**config.mk**
```make
export PLATFORM = sky130hd
export DESIGN_NAME = four_vector_histogram_unit
export DESIGN_NICKNAME = d
export VERILOG_FILES = /design/src/rtl/fvh_pkg.sv /design/src/rtl/four_vector_histogram_unit.sv
export SDC_FILE = /design/constraint.sdc
export NUM_CORES = 2
export LEC_CHECK = 0
export BUFFER_PORTS_ARGS = -buffer_cell sky130_fd_sc_hd__buf_2
export CORE_MARGIN = 2
export CORE_UTILIZATION = 60
export DETAILED_ROUTE_END_ITERATION = 6
export PLACE_DENSITY = 0.77
export SYNTH_ARGS = -nofsm -noshare
export SYNTH_HDL_FRONTEND = slang
export SYNTH_SLANG_ARGS = --single-unit
```
**constraint.sdc**
```tcl
create_clock -name clock -period 36.3 [get_ports clock]
set_input_delay 3.63 -clock clock [delete_from_list [all_inputs] [get_ports clock]]
set_output_delay 3.63 -clock clock [all_outputs]
set_load 0.005 [all_outputs]
```
**src/rtl/fvh_pkg.sv**
```systemverilog
`default_nettype none
package fvh_pkg;
   localparam int MAX_BINS = 64;
   localparam int COUNT_BITS = 24;
   localparam int BIN_BITS = $clog2(MAX_BINS);
   localparam int CSR_IDX_BITS = 2;

   typedef enum logic [2:0] {
      QSEL_PT = 3'd0, QSEL_PX = 3'd1, QSEL_PY = 3'd2, QSEL_PZ = 3'd3,
      QSEL_EN = 3'd4, QSEL_MASS = 3'd5
   } qsel_type;

   localparam logic [CSR_IDX_BITS-1:0] CSR_QSEL = 2'd0;
   localparam logic [CSR_IDX_BITS-1:0] CSR_MIN = 2'd1;
   localparam logic [CSR_IDX_BITS-1:0] CSR_MAX = 2'd2;
   localparam logic [CSR_IDX_BITS-1:0] CSR_BINS = 2'd3;

   typedef struct packed {
      logic action;
      logic signed [31:0] mom_x;
      logic signed [31:0] mom_y;
      logic signed [31:0] mom_z;
      logic signed [31:0] energy_in;
   } req_type;

   typedef struct packed {
      logic [5:0] bin_index;
      logic signed [31:0] bin_start;
      logic [16:0] probability;
      logic last_bin;
   } rsp_type;
endpackage
`default_nettype wire

```
**src/rtl/four_vector_histogram_unit.sv**
```systemverilog
// channel | ports                          | direction
// request | req_start, req_busy, req_data  | in, start while not busy
// result  | rsp_valid, rsp_data            | out, one cycle each
// config  | csr_we, csr_index, csr_wdata   | in, plain write
// accumulate: for a single component the range check, the bin division and the count
//   update; for pt and mass first the squared terms (two for pt, four for mass) and
//   the root; a value outside the range ends after the range check,
//   a negative mass argument after the squares
// read-out: per bin a read state, two serial divisions (start edge, then probability)
//   and an emit state, then a pass over all bins that clears the counts; an empty
//   range goes straight to the clear pass
// reset enters the clear pass that zeroes the counts; results cannot be stalled
`default_nettype none
module four_vector_histogram_unit (
   input  wire logic clock,
   input  wire logic reset,
   input  wire logic req_start,
   output logic req_busy,
   input  wire fvh_pkg::req_type req_data,
   output logic rsp_valid,
   output fvh_pkg::rsp_type rsp_data,
   input  wire logic csr_we,
   input  wire logic [fvh_pkg::CSR_IDX_BITS-1:0] csr_index,
   input  wire logic [31:0] csr_wdata
);
   import fvh_pkg::*;

   typedef enum logic [10:0] {
      S_IDLE  = 11'b00000000001,
      S_SQ    = 11'b00000000010,
      S_SQRT  = 11'b00000000100,
      S_RANGE = 11'b00000001000,
      S_DIV   = 11'b00000010000,
      S_INC   = 11'b00000100000,
      S_EDGE  = 11'b00001000000,
      S_PROB  = 11'b00010000000,
      S_EMIT  = 11'b00100000000,
      S_CLEAR = 11'b01000000000,
      S_RD    = 11'b10000000000
   } state_type;

   state_type state_ff, state_in;

   logic [2:0] qsel_ff;
   logic signed [31:0] rmin_ff, rmax_ff;
   logic [6:0] bins_ff;

   logic [COUNT_BITS-1:0] mem [MAX_BINS];
   logic [COUNT_BITS-1:0] total_ff, total_in;
   logic [COUNT_BITS-1:0] rd_ff;

   // operands and serial squarer
   logic [31:0] mag_ff [4];
   logic [31:0] mag_in [4];
   logic [31:0] mq_ff, mq_in;      // multiplier bits shifting out
   logic [63:0] mc_ff, mc_in;      // multiplicand shifting up
   logic [65:0] acc_ff, acc_in;    // sum of squares (signed difference for mass)
   logic [1:0]  op_ff, op_in;
   logic [5:0]  cnt_ff, cnt_in;

   // restoring sqrt / divider share a remainder
   logic [65:0] rad_ff, rad_in;
   logic [33:0] root_ff, root_in;
   logic [35:0] rem_ff, rem_in;
   logic [40:0] num_ff, num_in;    // dividend shifted out msb first
   logic [40:0] quo_ff, quo_in;
   logic [33:0] den_ff, den_in;

   logic signed [33:0] val_ff, val_in;
   logic [BIN_BITS-1:0] bin_ff, bin_in;
   logic [6:0] k_ff, k_in;
   logic signed [31:0] start_ff, start_in;
   logic out_v_ff, out_v_in;
   rsp_type out_ff, out_in;

   logic [6:0] n_eff;
   logic signed [32:0] width_w;
   logic [35:0] trial;
   logic [35:0] sq_trial;

   always_comb begin
      n_eff = bins_ff;
      if (bins_ff == 7'd0) n_eff = 7'd1;
      if (bins_ff > 7'(MAX_BINS)) n_eff = 7'(MAX_BINS);
      width_w = 33'(rmax_ff) - 33'(rmin_ff);
   end

   assign req_busy = (state_ff != S_IDLE);
   assign rsp_valid = out_v_ff;
   assign rsp_data = out_ff;

   function automatic logic [31:0] absv(input logic signed [31:0] v);
      logic [31:0] r;
      r = v[31] ? 32'(-v) : 32'(v);
      return r;
   endfunction

   always_comb begin
      state_in = state_ff;
      for (int i = 0; i < 4; i++) mag_in[i] = mag_ff[i];
      mq_in = mq_ff; mc_in = mc_ff; acc_in = acc_ff; op_in = op_ff;
      cnt_in = cnt_ff; rad_in = rad_ff; root_in = root_ff; rem_in = rem_ff;
      num_in = num_ff; quo_in = quo_ff; den_in = den_ff; val_in = val_ff;
      bin_in = bin_ff; k_in = k_ff; start_in = start_ff; total_in = total_ff;
      out_v_in = 1'b0; out_in = out_ff;
      trial = '0; sq_trial = '0;
      case (state_ff)
         S_IDLE: begin
            if (req_start) begin
               k_in = '0;
               if (req_data.action) begin
                  state_in = (width_w > 0) ? S_RD : S_CLEAR;
                  bin_in = '0;
               end else begin
                  mag_in[0] = absv(req_data.mom_x);
                  mag_in[1] = absv(req_data.mom_y);
                  mag_in[2] = absv(req_data.mom_z);
                  mag_in[3] = absv(req_data.energy_in);
                  acc_in = '0;
                  case (qsel_ff)
                     QSEL_PT, QSEL_MASS: begin
                        op_in = 2'd0; cnt_in = '0;
                        mq_in = absv(req_data.mom_x);
                        mc_in = 64'(absv(req_data.mom_x));
                        state_in = S_SQ;
                     end
                     QSEL_PX: begin val_in = 34'(req_data.mom_x); state_in = S_RANGE; end
                     QSEL_PY: begin val_in = 34'(req_data.mom_y); state_in = S_RANGE; end
                     QSEL_PZ: begin val_in = 34'(req_data.mom_z); state_in = S_RANGE; end
                     QSEL_EN: begin
                        val_in = 34'(req_data.energy_in); state_in = S_RANGE;
                     end
                     default: state_in = S_IDLE;
                  endcase
               end
            end
         end
         S_SQ: begin
            // one multiplier bit per cycle; for mass the energy term is added, momenta subtracted
            if (mq_ff[0]) begin
               if (qsel_ff == QSEL_MASS && op_ff != 2'd3) acc_in = acc_ff - 66'(mc_ff);
               else acc_in = acc_ff + 66'(mc_ff);
            end
            mq_in = mq_ff >> 1;
            mc_in = mc_ff << 1;
            cnt_in = cnt_ff + 6'd1;
            if (cnt_ff == 6'd31) begin
               cnt_in = '0;
               if ((qsel_ff == QSEL_PT && op_ff == 2'd1) || op_ff == 2'd3) begin
                  rad_in = acc_in; root_in = '0; rem_in = '0;
                  if (acc_in[65]) state_in = S_IDLE;
                  else state_in = S_SQRT;
               end else begin
                  op_in = (qsel_ff == QSEL_PT) ? 2'd1 : op_ff + 2'd1;
                  mq_in = mag_ff[op_in];
                  mc_in = 64'(mag_ff[op_in]);
               end
            end
         end
         S_SQRT: begin
            // two radicand bits per cycle, one root bit
            sq_trial = {rem_ff[33:0], rad_ff[65:64]} - {root_ff, 2'b01};
            if (!sq_trial[35]) begin
               rem_in = sq_trial;
               root_in = {root_ff[32:0], 1'b1};
            end else begin
               rem_in = {rem_ff[33:0], rad_ff[65:64]};
               root_in = {root_ff[32:0], 1'b0};
            end
            rad_in = rad_ff << 2;
            cnt_in = cnt_ff + 6'd1;
            if (cnt_ff == 6'd32) begin
               cnt_in = '0;
               val_in = 34'(root_in[32:0]);
               state_in = S_RANGE;
            end
         end
         S_RANGE: begin
            if (width_w <= 0 || val_ff < 34'(rmin_ff) || val_ff >= 34'(rmax_ff))
               state_in = S_IDLE;
            else begin
               // (v - min) * n, at most 33+7 bits
               num_in = 41'(34'(val_ff - 34'(rmin_ff)) * n_eff);
               den_in = 34'(width_w);
               rem_in = '0; quo_in = '0; cnt_in = '0;
               state_in = S_DIV;
            end
         end
         S_DIV, S_EDGE, S_PROB: begin
            trial = {rem_ff[34:0], num_ff[40]} - 36'(den_ff);
            if (!trial[35]) begin
               rem_in = trial; quo_in = {quo_ff[39:0], 1'b1};
            end else begin
               rem_in = {rem_ff[34:0], num_ff[40]}; quo_in = {quo_ff[39:0], 1'b0};
            end
            num_in = num_ff << 1;
            cnt_in = cnt_ff + 6'd1;
            if (cnt_ff == 6'd40) begin
               cnt_in = '0;
               case (state_ff)
                  S_DIV: begin
                     bin_in = BIN_BITS'(quo_in);
                     state_in = S_INC;
                  end
                  S_EDGE: begin
                     start_in = 32'(33'(rmin_ff) + 33'(quo_in));
                     num_in = 41'({rd_ff, 16'h0000});
                     den_in = 34'(total_ff);
                     rem_in = '0; quo_in = '0;
                     state_in = S_PROB;
                  end
                  default: begin
                     out_v_in = 1'b1;
                     out_in.bin_index = 6'(k_ff);
                     out_in.bin_start = start_ff;
                     out_in.probability = (total_ff == '0) ? 17'd0 :
                        (quo_in > 41'd65536) ? 17'd65536 : 17'(quo_in);
                     out_in.last_bin = (k_ff == n_eff - 7'd1);
                     state_in = S_EMIT;
                  end
               endcase
            end
         end
         S_INC: begin
            if (total_ff != '1) total_in = total_ff + 1'b1;
            state_in = S_IDLE;
         end
         S_RD: begin
            // read count, then the edge divide: k*W/n
            bin_in = BIN_BITS'(k_ff);
            num_in = 41'(k_ff * 33'(width_w));
            den_in = 34'(n_eff);
            rem_in = '0; quo_in = '0; cnt_in = '0;
            state_in = S_EDGE;
         end
         S_EMIT: begin
            k_in = k_ff + 7'd1;
            if (k_in == n_eff) begin
               bin_in = '0; state_in = S_CLEAR;
            end else begin
               state_in = S_RD;
            end
         end
         S_CLEAR: begin
            bin_in = bin_ff + 1'b1;
            total_in = '0;
            if (bin_ff == BIN_BITS'(MAX_BINS - 1)) state_in = S_IDLE;
         end
         default: state_in = S_IDLE;
      endcase
   end

   always_ff @(posedge clock) begin
      if (reset) begin
         state_ff <= S_CLEAR;
         bin_ff <= '0;
         total_ff <= '0;
         out_v_ff <= 1'b0;
         qsel_ff <= '0;
         rmin_ff <= '0;
         rmax_ff <= 32'sd25600;
         bins_ff <= 7'd64;
      end else begin
         state_ff <= state_in;
         bin_ff <= bin_in;
         total_ff <= total_in;
         out_v_ff <= out_v_in;
         if (csr_we) begin
            case (csr_index)
               CSR_QSEL: qsel_ff <= csr_wdata[2:0];
               CSR_MIN:  rmin_ff <= csr_wdata;
               CSR_MAX:  rmax_ff <= csr_wdata;
               CSR_BINS: bins_ff <= csr_wdata[6:0];
               default: ;
            endcase
         end
      end
   end

   always_ff @(posedge clock) begin
      for (int i = 0; i < 4; i++) mag_ff[i] <= mag_in[i];
      mq_ff <= mq_in; mc_ff <= mc_in; acc_ff <= acc_in; op_ff <= op_in;
      cnt_ff <= cnt_in; rad_ff <= rad_in; root_ff <= root_in; rem_ff <= rem_in;
      num_ff <= num_in; quo_ff <= quo_in; den_ff <= den_in; val_ff <= val_in;
      k_ff <= k_in; start_ff <= start_in; out_ff <= out_in;
   end

   // count memory: registered read, read-modify-write in S_INC, swept in S_CLEAR
   always_ff @(posedge clock) begin
      if (state_ff == S_CLEAR) mem[bin_ff] <= '0;
      else if (state_ff == S_INC && rd_ff != '1) mem[bin_ff] <= rd_ff + 1'b1;
      rd_ff <= mem[bin_in];
   end

`ifndef SYNTHESIS
   a_busy_rsp: assert property (@(posedge clock) disable iff (reset)
      rsp_valid |-> req_busy) else $error("result outside a read-out");
   a_rsp_single: assert property (@(posedge clock) disable iff (reset)
      rsp_valid |=> !rsp_valid) else $error("back to back results");
   a_clear_total: assert property (@(posedge clock) disable iff (reset)
      (state_ff == S_CLEAR) |=> (total_ff == '0)) else $error("total not cleared");
`endif
endmodule
`default_nettype wire

```
# Yosys cells after proc, flatten, opt, wreduce, memory -nomap -nowiden
# Memories as Yosys holds them, arrays and structs flattened. A register that Yosys moved wholly into a read port is not among the register bits.
# Cells that the tools add are included.
op_classes:
  eq_ne: 47
  n_bitwise: 4
  add_sub_neg: 18
  n_mux: 108
  multipliers: 2
  n_reduce_logical: 43
  n_lt_le_gt_ge: 6
op_table:
  columns: ["op", "count"]
  rows:
  - ["66-bit 2-to-1 mux", 7]
  - ["128-bit 2-to-1 mux", 3]
  - ["64-bit 2-to-1 mux", 5]
  - ["32-bit 2-to-1 mux", 9]
  - ["34-bit 2-to-1 mux", 8]
  - ["66-bit one-hot mux with 2 select lines", 2]
  - ["35-bit 2-to-1 mux", 7]
  - ["35-bit one-hot mux with 5 select lines", 1]
  - ["41-bit 2-to-1 mux", 4]
  - ["34-bit one-hot mux with 2 select lines", 2]
  - ["34-bit one-hot mux with 4 select lines", 1]
  - ["32-bit negation", 4]
  - ["64-bit one-hot mux with 2 select lines", 1]
  - ["41-bit one-hot mux with 3 select lines", 1]
  - ["40-bit 2-to-1 mux", 3]
  - ["40-bit one-hot mux with 3 select lines", 1]
  - ["34-bit one-hot mux with 3 select lines", 1]
  - ["11-bit 2-to-1 mux", 9]
  - ["11-bit one-hot mux with 8 select lines", 1]
  - ["6-bit 2-to-1 mux", 12]
  - ["66-bit by 64-bit adder with 66-bit output", 1]
  - ["66-bit by 64-bit subtractor with 66-bit output", 1]
  - ["32-bit one-hot mux with 2 select lines", 1]
  - ["24-bit by 1-bit adder with 24-bit output (second input constant)", 2]
  - ["77 further kinds", 141]
totals:
  out_inout_bits: 58
  word_cells: 257
  in_bits: 167
  regBits: 665
  mem_bits_rw: 1664
  memories: 2
mem_list:
  columns: ["name", "depth", "width", "rd", "rd_ports_with_merged_regs", "wr", "line_no", "text"]
  rows:
  - ["mem", 64, 24, 1, 1, 1, "four_vector_histogram_unit.sv:48", "logic [COUNT_BITS-1:0] mem [MAX_BINS];"]
  - ["mag_ff", 4, 32, 1, 0, 4, "four_vector_histogram_unit.sv:53", "logic [31:0] mag_ff [4];"]

# Depth between registers and ports, before layout
logic_depth:
  word_depth: 9
  mapped_depth: 34
  ltp_nobuf: 34

# Least setup slack after synthesis
# No wires, ideal clock.
synth_path:
  path_kind: "input to register"
  startpoint: "in req_data[128] in the netlist's numbering"
  endpoint: "reg mc_ff[0] (enable)"
  arrival_ns: 15.808
  path_buffers: 0
  required_ns: 35.843
  stages: 3
  setup_ns: 0.457
  setup_slack_ns: 20.035
  path_cell_list: "nor3_1 nand2_1 nand2_1"
synth_between:
  elab_chain_len: 2
synth_lines:
  columns: ["item", "line_no", "text"]
  rows:
  - ["start: declaration", "four_vector_histogram_unit.sv:19", "input wire fvh_pkg::req_type req_data,"]
  - ["2-bit != test (no source line)", null, null]
  - ["4-bit AND reduction (no source line)", null, null]
  - ["end signal: assignment", "four_vector_histogram_unit.sv:282", "mq_ff <= mq_in; mc_ff <= mc_in; acc_ff <= acc_in; op_ff <= op_in;"]
  - ["end: declaration", "four_vector_histogram_unit.sv:56", "logic [63:0] mc_ff, mc_in;"]
# No other way between the ends.
# A chain may end at the register's enable or synchronous reset.

# Final worst setup path
layout_path:
  startpoint: "reg rmin_ff[2]"
  endpoint: "reg num_ff[40], data pin"
layout_between:
  elab_chain_len: 4
layout_lines:
  columns: ["item", "line_no", "text"]
  rows:
  - ["start: declaration", "four_vector_histogram_unit.sv:45", "logic signed [31:0] rmin_ff, rmax_ff;"]
  - ["start signal: assignment", "four_vector_histogram_unit.sv:271", "CSR_MIN: rmin_ff <= csr_wdata;"]
  - ["34-bit by 32-bit subtractor with 34-bit output", "four_vector_histogram_unit.sv:183", "num_in = 41'(34'(val_ff - 34'(rmin_ff)) * n_eff);"]
  - ["34-bit by 7-bit multiplier with 41-bit output", "four_vector_histogram_unit.sv:183", null]
  - ["41-bit 2-to-1 mux", "four_vector_histogram_unit.sv:179", "if (width_w <= 0 || val_ff < 34'(rmin_ff) || val_ff >= 34'(rmax_ff))"]
  - ["41-bit one-hot mux with 3 select lines", "four_vector_histogram_unit.sv:107", "case (state_ff)"]
  - ["via num_in[40]", "four_vector_histogram_unit.sv:65", "logic [40:0] num_ff, num_in;"]
  - ["end signal: assignment", "four_vector_histogram_unit.sv:284", "num_ff <= num_in; quo_ff <= quo_in; den_ff <= den_in; val_ff <= val_in;"]
  - ["end: declaration", "four_vector_histogram_unit.sv:65", null]
# The timed path passes the listed nets, and every way through them passes these cells. The select of a mux whose other input is x is not followed.

==> results.cfg <==
[run_status]
status = finished, final reports clean

[floorplanning]
core_area_mm2 = 0.208
die_h_um = 462
rows = 167
start_util_pct = 60.5
die_x_um = 462
ios = 225
die_area_mm2 = 0.213

[synthesis]
synth.avg_cell_area_um2 = 10.9
synth-edff-count = 2212
synthesis.area_mm2 = 0.126
yosysTopAreaCellShare_pct = 52.9
synth_seq_cells = 2352
synth_area_leaders = edfxtp_1 (53%), nand2_1 (6.1%), fa_1 (5.1%)
ys_seq_area_share_pct = 55.1
synth_top_cell_by_area = edfxtp_1
yosysUniqueCellTypes = 104
ys_warn_count = 0
syn_nets = 12373
synthArstFlopShare_pct = 0
syn_inst = 11492
synth_flop_cell = edfxtp_1

[cells_and_area]
final_cells = 14567
drive_gt1_share_pct = 8.33
syn_to_final_growth_pct = 9.92
fin_nets = 12449
nFillCells = 15440

[routing]
drtIter0Drc = 12117
vias_per_cell = 6.44
finalWirelength_mm = 380
vias = 93784
wire_per_inst_um = 26.1
antenna_left = 0
remaining_drc_errors = 0
first_pass_iters = 7

[global_routing]
grt_pass1_vias = 91658
grt_pass1_wl_mm = 565
gr-total-overflow = 0
grt_max_degree = 204
antenna_found_initial = 26
grt_usage_pct = 35.3

[worst_setup_path]
cp_slowest_cell = a311oi_1
worstReg2RegEnd = num_ff[40]
worst-path-buf-inv = 4
r2r-start = rmin_ff[2]
crit_family = compound AO/OA/AOI/OAI gates
critical_path_depth = 32
critPathMaxFanout = 7
rrSetupSlack_ns = 26.82
cp-start-kind = flip-flop
critPathKind = flip-flop to flip-flop
endpoint_kind = flip-flop
rr_worst_depth = 32
crit_required_ns = 36.96
cp.arrival_ns = 10.14
slowest_delay_ns = 0.64

[cts]
cts_htree_levels = 4
cts-root-buf = clkbuf_16
clockBufferDepth = 3
cts_setup_buffers = 0
cts_tree = yes
clkSinkCount = 2352
cts.clk_slew.worst_paths_ns = 0.07
clk_latency_ns = 0.92
cts-hold-fix-buffers = 0
cts_resized = 0
cts_made_buffers = 231

[timing]
setup_ws_ns = 26.82
finClkSkew_ns = 0.0677
hold_viol_final = 0
fin_hold_ws_ns = 0.408
setup_viol = 0
fin_crit_sh_pct = 26.1
slew_violations = 0
setup_tns_ns = 0
worstMarginPinSlew_ns = 1.29
rsz0062_at_grt = no
max_freq_mhz = 105
max-slew-margin-rel_pct = 13.7
layout_min_cycle_time_ns = 9.48

[power]
totalPowerFinal_w = 0.00833
leakagePower_nw = 51.2
vdd_drop_max_uv = 97.2
pwr_density_cell_mw_per_mm2 = 60.3

[worst_hold_path]
hold_depth = 0
hp-start = start_ff[14]
whs_endpoint = rsp_data[32]
hold_class = flip-flop to flip-flop

[placement]
place_inst = 14123
portBuffers = 224
gp_congestion = 0.972
dpl_worst_slack_ns = 26.99
hpwlAfterDp_mm = 249

[run]
cap_violations = 0
-- final cells by class --
| class | count | area (um^2) | area share [%] |
|---|---|---|---|
| inverters | 558 | 2090 | 1.52 |
| clock buffers | 289 | 6170 | 4.47 |
| repair buffers | 417 | 2610 | 1.89 |
| diodes | 12 | 30.0 | 0.0217 |
| clock inverters | 143 | 1720 | 1.25 |
| well taps | 2788 | 3490 | 2.53 |
| multi-input cells | 8008 | 52700 | 38.2 |
| flip-flops and latches | 2352 | 69200 | 50.1 |
-- layer usage --
metal	track usage [%]	share of wire, %
met4	21.9	7.1
met1	46.1	37
met3	6.28	10
met2	55.3	45
met5	0	0.044
-- cells by family (layout without fill, tap and decap cells) --
group | after synthesis | after routing | share of synthesized area, %
AND/OR/NAND/NOR | 4563 | 4563 | 16.6
XOR/XNOR | 487 | 487 | 3.42
multiplexers | 252 | 252 | 2.01
flip-flops | 2352 | 2352 | 55.1
other | 0 | 12 | 0
AO/OA/AOI/OAI | 1992 | 1992 | 10.4
buffers and inverters | 1132 | 1407 | 3.49
adder cells (fa/ha/maj) | 714 | 714 | 9.01
-- where the power goes --
group          switching [W]  internal, W  total (W)
combinational        0.00182     0.000987    0.00280
clock                0.00107      0.00141    0.00249
sequential         0.0000580      0.00299    0.00304
total                0.00295      0.00539    0.00833
-- worst max-delay path by stage --
stage                 end     startpoint
3_3_place_gp   num_ff[40]      val_ff[0]
3_5_place_dp   num_ff[40]     rmin_ff[2]
4_1_cts        num_ff[40]     rmin_ff[2]
6_report       num_ff[40]     rmin_ff[2]
2_1_floorplan    mc_ff[0]  req_data[128]
5_1_grt        num_ff[40]     rmin_ff[2]
-- through the flow --
stage                     util, %  cell area, um^2
after detailed placement     62.7           130000
final                        66.5           138000
after floorplan                 -           126000
after CTS                    66.5           138000
after global placement       62.7           130000
after global routing         66.5           138000
-- synth_stat cells (19+ instances only) --
library cell	n
o211ai_1	80
nand4_1	102
nand2_1	2056
o221ai_1	38
or3_1	69
nor4_1	38
xnor2_1	332
o2111ai_1	30
a21o_1	252
buf_2	97
buf_1	44
o2111a_1	22
o21bai_1	64
fa_1	318
nand3_1	707
o41ai_1	29
mux2i_1	250
a21oi_1	587
xor2_1	153
and3_1	163
nor3_1	172
dfxtp_1	140
nor2b_1	58
nor2_1	719
or4_1	37
o22ai_1	70
ha_1	396
and2_1	225
a211oi_1	83
inv_1	554
edfxtp_1	2212
o31ai_1	50
a31oi_1	123
a22oi_1	24
o21ai_0	282
or2_2	36
nand2b_1	81
nand3b_1	19
o21a_1	48
a2111oi_0	41
clkbuf_1	430
-- registers in the layout, summed over array words and instances (netlist names), 33 cells and up --
name and cells:
acc_ff 66, den_ff 33, mag_ff 128, mc_ff 64
mem 1536, num_ff 41, quo_ff 40, rad_ff 66
rem_ff 35, root_ff 34, rsp_data 56, val_ff 34
-- cell usage in the layout (no fill, tap or decap), types with 47 or more instances in the layout --
cell type / instances
a21oi_1: 583
inv_1: 554
nor2_4: 50
a211oi_1: 83
nand4_1: 102
xnor2_1: 332
and2_1: 223
fa_1: 318
dfxtp_1: 139
buf_4: 191
or3_1: 69
o31ai_1: 50
edfxtp_1: 2212
buf_2: 223
nor3_1: 163
o22ai_1: 70
xor2_1: 152
nand3_1: 706
a21o_1: 252
o211ai_1: 80
o21bai_1: 64
o21ai_0: 282
a31oi_1: 123
clkbuf_16: 234
o21a_1: 47
nand2b_1: 80
and3_1: 163
mux2i_1: 250
ha_1: 396
nor2_1: 627
nand2_1: 2053
nor2b_1: 54
-- worst reg2reg max path, delay by kind of cell (launching register included) --
family / cells / cell delay, ns
AOI/OAI and AO/OA: 13 / 3.96
adders and majority gates: 6 / 2.75
and+or+nand+nor: 8 / 1.29
xor gates and xnor gates: 1 / 0.63
DFF: 1 / 0.37
buffers and inverters: 4 / 0.24
No activity file was read; power rests on OpenSTA's default activity.
